===== config.mk =====
export PLATFORM = sky130hd
export DESIGN_NAME = fre_div
export DESIGN_NICKNAME = d
export VERILOG_FILES = /design/src/rtl/fre_pkg.sv /design/src/rtl/fre_div.sv
export SDC_FILE = /design/constraint.sdc
export NUM_CORES = 2
export LEC_CHECK = 0
export BUFFER_PORTS_ARGS = -buffer_cell sky130_fd_sc_hd__buf_2
export CAP_MARGIN = 10
export CORE_MARGIN = 1.5
export CORE_UTILIZATION = 30
export CTS_CLUSTER_DIAMETER = 40
export DETAILED_ROUTE_END_ITERATION = 10
export PLACE_DENSITY_LB_ADDON = 0.3
export SLEW_MARGIN = 20
export SYNTH_ARGS = -nofsm -noshare
export SYNTH_HDL_FRONTEND = slang
export SYNTH_SLANG_ARGS = --single-unit
export TNS_END_PERCENT = 50

===== constraint.sdc =====
create_clock -name clk_i -period 8.4 [get_ports clk_i]
set_input_delay 0.42 -clock clk_i [delete_from_list [all_inputs] [get_ports clk_i]]
set_output_delay 0.42 -clock clk_i [all_outputs]
set_load 0.02 [all_outputs]

===== src/rtl/fre_pkg.sv =====
`default_nettype none
package fre_pkg;

  localparam int unsigned FracBits  = 16;
  localparam int unsigned ExpBits   = 30;
  localparam int unsigned PropBits  = 16;
  localparam int unsigned TaylorN   = 12;
  localparam logic [31:0] Ln2Q30    = 32'd744261118;
  localparam logic [31:0] ExpOne    = 32'h4000_0000;

  // register indexes on the configuration port
  typedef enum logic [0:0] {
    REG_ATTACK_RATE = 1'b0,
    REG_TIME_STEP   = 1'b1
  } reg_idx_e;

  // control carried along a pipeline
  typedef struct packed {
    logic valid;
  } pipe_ctl_t;

  // saturate a 64-bit value to 32 bits
  function automatic logic [31:0] sat32(input logic [63:0] v);
    sat32 = (v[63:32] != 32'd0) ? 32'hFFFF_FFFF : v[31:0];
  endfunction

  // reciprocal of a Taylor divisor, Q1.34 rounded up; gives the exact floor
  // quotient for every dividend below 2^30
  function automatic logic [34:0] recip_q34(input logic [3:0] n);
    case (n)
      4'd1:    recip_q34 = 35'h4_0000_0000;
      4'd2:    recip_q34 = 35'h2_0000_0000;
      4'd3:    recip_q34 = 35'h1_5555_5556;
      4'd4:    recip_q34 = 35'h1_0000_0000;
      4'd5:    recip_q34 = 35'h0_CCCC_CCCD;
      4'd6:    recip_q34 = 35'h0_AAAA_AAAB;
      4'd7:    recip_q34 = 35'h0_9249_2493;
      4'd8:    recip_q34 = 35'h0_8000_0000;
      4'd9:    recip_q34 = 35'h0_71C7_1C72;
      4'd10:   recip_q34 = 35'h0_6666_6667;
      4'd11:   recip_q34 = 35'h0_5D17_45D2;
      4'd12:   recip_q34 = 35'h0_5555_5556;
      default: recip_q34 = 35'h4_0000_0000;
    endcase
  endfunction

endpackage
`default_nettype wire


===== src/rtl/fre_div.sv =====
`default_nettype none
// pipelined restoring divider, one quotient bit per stage, saturating at 32 bits
module fre_div (
  input  wire logic        clk_i,
  input  wire logic        rst_ni,
  input  wire logic        en_i,
  input  wire logic [63:0] num_i,
  input  wire logic [31:0] den_i,
  output logic [31:0]      quo_o
);
  import fre_pkg::*;

  localparam int unsigned Steps = 32;

  logic [63:0] num_q [Steps+1];
  logic [31:0] den_q [Steps+1];
  logic [31:0] quo_q [Steps+1];
  logic        sat_q [Steps+1];
  logic [Steps:0] unused_rst;

  assign unused_rst = '0;

  // stage 0: detect overflow (quotient needs more than 32 bits) and zero divisor
  always_comb begin
    num_q[0] = num_i;
    den_q[0] = den_i;
    quo_q[0] = 32'd0;
    sat_q[0] = (den_i == 32'd0) || (num_i[63:32] >= den_i);
  end

  for (genvar s = 0; s < Steps; s++) begin : g_step
    logic [32:0] rem;
    logic [32:0] trial;
    logic [63:0] num_d;
    always_comb begin
      rem   = {num_q[s][63:32], num_q[s][31]};
      trial = rem - {1'b0, den_q[s]};
      num_d = {num_q[s][62:0], 1'b0};
      if (!trial[32]) begin
        num_d[63:32] = trial[31:0];
      end
    end
    always_ff @(posedge clk_i) begin
      if (en_i) begin
        num_q[s+1] <= num_d;
        den_q[s+1] <= den_q[s];
        quo_q[s+1] <= {quo_q[s][30:0], ~trial[32]};
        sat_q[s+1] <= sat_q[s];
      end
    end
  end

  assign quo_o = sat_q[Steps] ? 32'hFFFF_FFFF : quo_q[Steps];

  logic unused_ok;
  assign unused_ok = rst_ni | (|unused_rst) | (|ExpOne);

endmodule
`default_nettype wire


======== Word level (Yosys, flattened, before mapping) ========
Cells that the tools add are included.
storage, ports and cells
  bits in registers ....................... 3040
  bits in latches ......................... 0
  bits in writable memories ............... 0
  memory bits (read-only) ................. 0
  input bits .............................. 99
  memories ................................ 0
cells by class
  add/subtract/negate cells ............... 32
  $mul .................................... 0
  divide/modulo/power cells ............... 0
  magnitude comparators ................... 1
  eq/ne operators ......................... 0
  shift operators ......................... 0
  multiplexer cells ....................... 32
  bitwise gates (word level) .............. 32
  reductions and logical operators ........ 2
operators with widths
  cell                                            count
  33-bit by 32-bit subtractor with 33-bit output  32
  32-bit 2-to-1 mux                               32
  32-bit >= comparator                            1
  32-bit logical NOT                              1
  1-bit NOT                                       32
  1-bit logical OR                                1

======== Depth between registers and ports, before layout ========
  depth after elaboration ................. 2
  depth in mapped cells ................... 15
  depth with buffers taken out ............ 14

======== Worst setup path after synthesis ========
Ideal clock, no wire load.
  path type ............................... register to register
  start ................................... register den_q[128] (netlist bit)
  end ..................................... register num_q (netlist bit g_step[29].rem[25]), data pin
  setup time .............................. 0.260 ns
  data arrival time ....................... 3.396 ns
  required time ........................... 8.140 ns
  path slack .............................. 4.744 ns
  cell stages (with the launch flop) ...... 14
  buffers on the path ..................... 1
  clock period less this slack ............ 3.656 ns
  cell sequence ........................... edfxtp_1 > ha_1 > fa_1 > nand2b_1 > a21boi_0 > o21a_1 > a211o_1 > a21boi_1 > o21ai_0 > a31oi_1 > o2111a_1 > nor3_2 > buf_2 > mux2_2
between the ends
  longest elaborated chain between the ends .. 2
RTL lines
  item                                            line           text
  from (decl)                                     fre_div.sv:16  logic [31:0] den_q [Steps+1];
  from (signal, indexed assignment)               fre_div.sv:46  den_q[s+1] <= den_q[s];
  33-bit by 32-bit subtractor with 33-bit output  fre_div.sv:37  trial = rem - {1'b0, den_q[s]};
  32-bit 2-to-1 mux                               fre_div.sv:39  if (!trial[32]) begin
  via g_step[28].num_d[56]                        fre_div.sv:34  logic [63:0] num_d;
  to (signal, indexed assignment)                 fre_div.sv:45  num_q[s+1] <= num_d;
  to (decl)                                       fre_div.sv:15  logic [63:0] num_q [Steps+1];
The timed path passes the listed nets, and every way through them passes these cells.
A chain may end at the register's enable or synchronous reset.

======== Worst setup path in the final report ========
  start ................................... register den_q[96] (netlist bit)
  end ..................................... register num_q (netlist bit g_step[30].rem[30]), data pin
between the ends
  longest elaborated chain between the ends .. 2
RTL lines
  item                                            line
  33-bit by 32-bit subtractor with 33-bit output  fre_div.sv:37
  32-bit 2-to-1 mux                               fre_div.sv:39
  via g_step[29].num_d[61]                        fre_div.sv:34
The timed path passes the listed nets, and every way through them passes these cells.

==> out/results.tsv <==
metric	value	unit
status	finished clean	
CTS max path bufs	4	
drt total wl	339	mm
Finished Core Util	0.352	
total global routing overflow	0	
Startpoint Class	flip-flop	
most frequent cells in the layout	edfxtp_1, inv_1, ha_1	
Core ar.	0.529	mm2
Worst-path clk slew	0.06	ns
initial antenna violation count	5	
worst setup path class	flip-flop to flip-flop	
worst path arrival time	6.05	ns
syn avg cell area	12.4	um2
maximum VDD drop	0.327	mV
gr usage total	0.121	
top cells by area, synth	edfxtp_1, ha_1, mux2_2, inv_1, a21oi_1	
row count	267	
setup ws final	3.11	ns
DRC	0	
RSZ-0062 raised after global routing	false	
Critical Path RT	9.16	ns
Final Hold Fails	0	
Starting Density	0.301	
chip width	732	um
FF+latch count, synth	3040	
die height	732	um
Syn Nets	14000	
clock latency at the later pin of the worst-skew pair	1.00	ns
Slew @ Worst Pin	1.20	ns
Mapped Area	0.160	mm2
main flop type after synthesis	edfxtp_1	
fmax	189	MHz
die area	0.536	mm2
vias in the first global route	99300	
Syn Inst Count	12800	
min cycle time layout	5.29	ns
area share of the largest cell type after synthesis	0.572	
dpl hpwl	248	mm
post-cts sizing count	0	
CTS Buf Count	481	
pin count of the biggest net entering global routing	188	
first-pass GRT wire length	529	mm
Final GP Congestion	0.886	
share of post-route cells with drive strength above 1	0.138	
first-pass detailed-route iteration total	5	
Slew HR	0.200	
Crit Path Max Fanout	37	
Post-synth EDFFs	3040	
total of warnings raised by yosys	0	
ys async rst share	0	
routed vias/inst	4.71	
power per standard cell area	417	mW/mm2
Final Max Tran Viols	0	
area delta synth->final	16.6	%
Static Leak	73.9	nW
commonest non-fill, non-tap cell in the layout	edfxtp_1	
min-delay worst type	input port to flip-flop	
Starting DRT DRC Count	4816	
post-synthesis cell type count	100	
skew final	0.0757	ns
register area share after synthesis	0.572	
Clock Tree Root	clkbuf_16	
pre-CTS setup slack	3.00	ns
IO Count	131	
# setup viols final	0	
Final Cycle Share	0.630	
IO buf count	129	
Crit. End Element	flip-flop	
area leader, netlist	edfxtp_1	
CTS Sinks	3040	
H-tree depth	5	
Routed Antenna Nets	0	
setup_tns	0	ns
vias	97700	
Total Nets Final	14500	
max_cap viols	0	
WL/cell	16.3	um
CTS tree	built	
worst paths after layout:
kind	start	to	slack, ns	cells after the start
min reg2reg	quo_q[620]$_DFFE_PP_	quo_q[589]$_DFFE_PP_	0.36	0
min	num_i[63]	sat_q[31]$_DFFE_PP_	0.10	4
max	den_q[96]$_DFFE_PP_	g_step[30].rem[30]$_DFFE_PP_	3.11	14
max reg2reg	den_q[96]$_DFFE_PP_	g_step[30].rem[30]$_DFFE_PP_	3.11	14
sequential cells by signal (all words and copies together), names as in the netlist:
signal	cells
quo_q	528
g_step.rem	1023
den_q	992
g_step.num_d	465
sat_q	32
final cells by class:
class / instances / area (um2)
Fill cell: 51500 / 343000
Sequential cell: 3040 / 91300
Multi-Input combinational cell: 8210 / 62400
Clock buffer: 528 / 12300
Tap cell: 6994 / 8750
Inverter: 1286 / 4830
Clock inverter: 380 / 4230
Timing Repair Buffer: 300 / 2380
Antenna cell: 1 / 2.50
Yosys cell counts (25+ instances only):
cell       instances
edfxtp_1        3040
nor3b_1           31
fa_1              31
clkbuf_1         209
and3_1           104
o31ai_1           72
or3_1             25
a21o_1           519
mux2i_1           70
o31a_1            35
and4_1            33
a21oi_1          936
or2_2             53
ha_1            1055
nand3_1          173
a31oi_1          108
a2111oi_0         36
xor2_1           311
nor2b_1          163
o21bai_1         116
a211o_1           45
nor3_1           111
a221oi_1          28
a31o_2            30
o211ai_1          25
mux2_2           691
o21ai_0          603
inv_1           1284
a21boi_0          47
nand2_1          653
nor2_1           615
a41oi_1           25
o21a_1           161
buf_2             78
xnor2_1          526
mux2_4            54
a211oi_1          82
and2_1            40
nand2b_1         126
nand4_1          139
critical path: stages, from the launching register on:
cell       delay (ns)
edfxtp_1         0.39
ha_1             0.25
fa_1             0.41
nor2b_1          0.15
o21a_1           0.14
o21ai_0          0.17
a2111oi_0        0.85
o2111ai_1        0.50
a21o_1           0.28
a211o_1          0.48
inv_1            0.66
buf_12           0.28
nand2b_1         0.07
a311o_1          0.27
o221a_2          0.12
metal layers:
layer	track usage	wire (um)	vias up
li1	-	-	48800
met5	0	0	-
met1	0.132	136000	46400
met3	0.0165	10500	833
met2	0.230	177000	1601
met4	0.0544	15400	0
repair_timing:
action                    4_1_cts  5_1_grt
setup buffers                   0        0
hold buffers                   96        0
hold endpoints to repair      183        0
where the power goes:
part	leakage [nW]	internal, W	switching (W)	total (W)
Clock	7.89	0.0124	0.00741	0.0198
Combinational	36.2	0.0155	0.0179	0.0334
Sequential	29.8	0.0223	0.00211	0.0244
Total	73.9	0.0502	0.0275	0.0777
logic make-up after synthesis:
group,share of synthesized area
AO/OA/AOI/OAI,0.126
XOR/XNOR,0.0465
adder cells (fa/ha/maj),0.0866
buffers and inverters,0.0388
flip-flops,0.572
multiplexers,0.0584
AND/OR/NAND/NOR,0.0719
metrics by stage:
step / cells / total power [W] / area [um2] / hold slack (ns)
floorplan: 12800 / 0.0497 / 160000 / 0.400
global placement: 19700 / 0.0578 / 169000 / 0.401
detailed placement: 19700 / 0.0579 / 169000 / 0.405
CTS: 20700 / 0.0785 / 186000 / 0.0103
global route: 20700 / 0.0828 / 186000 / 0.0741
finish: 20700 / 0.0777 / 186000 / 0.104
Power figures use the tool's default switching activity.
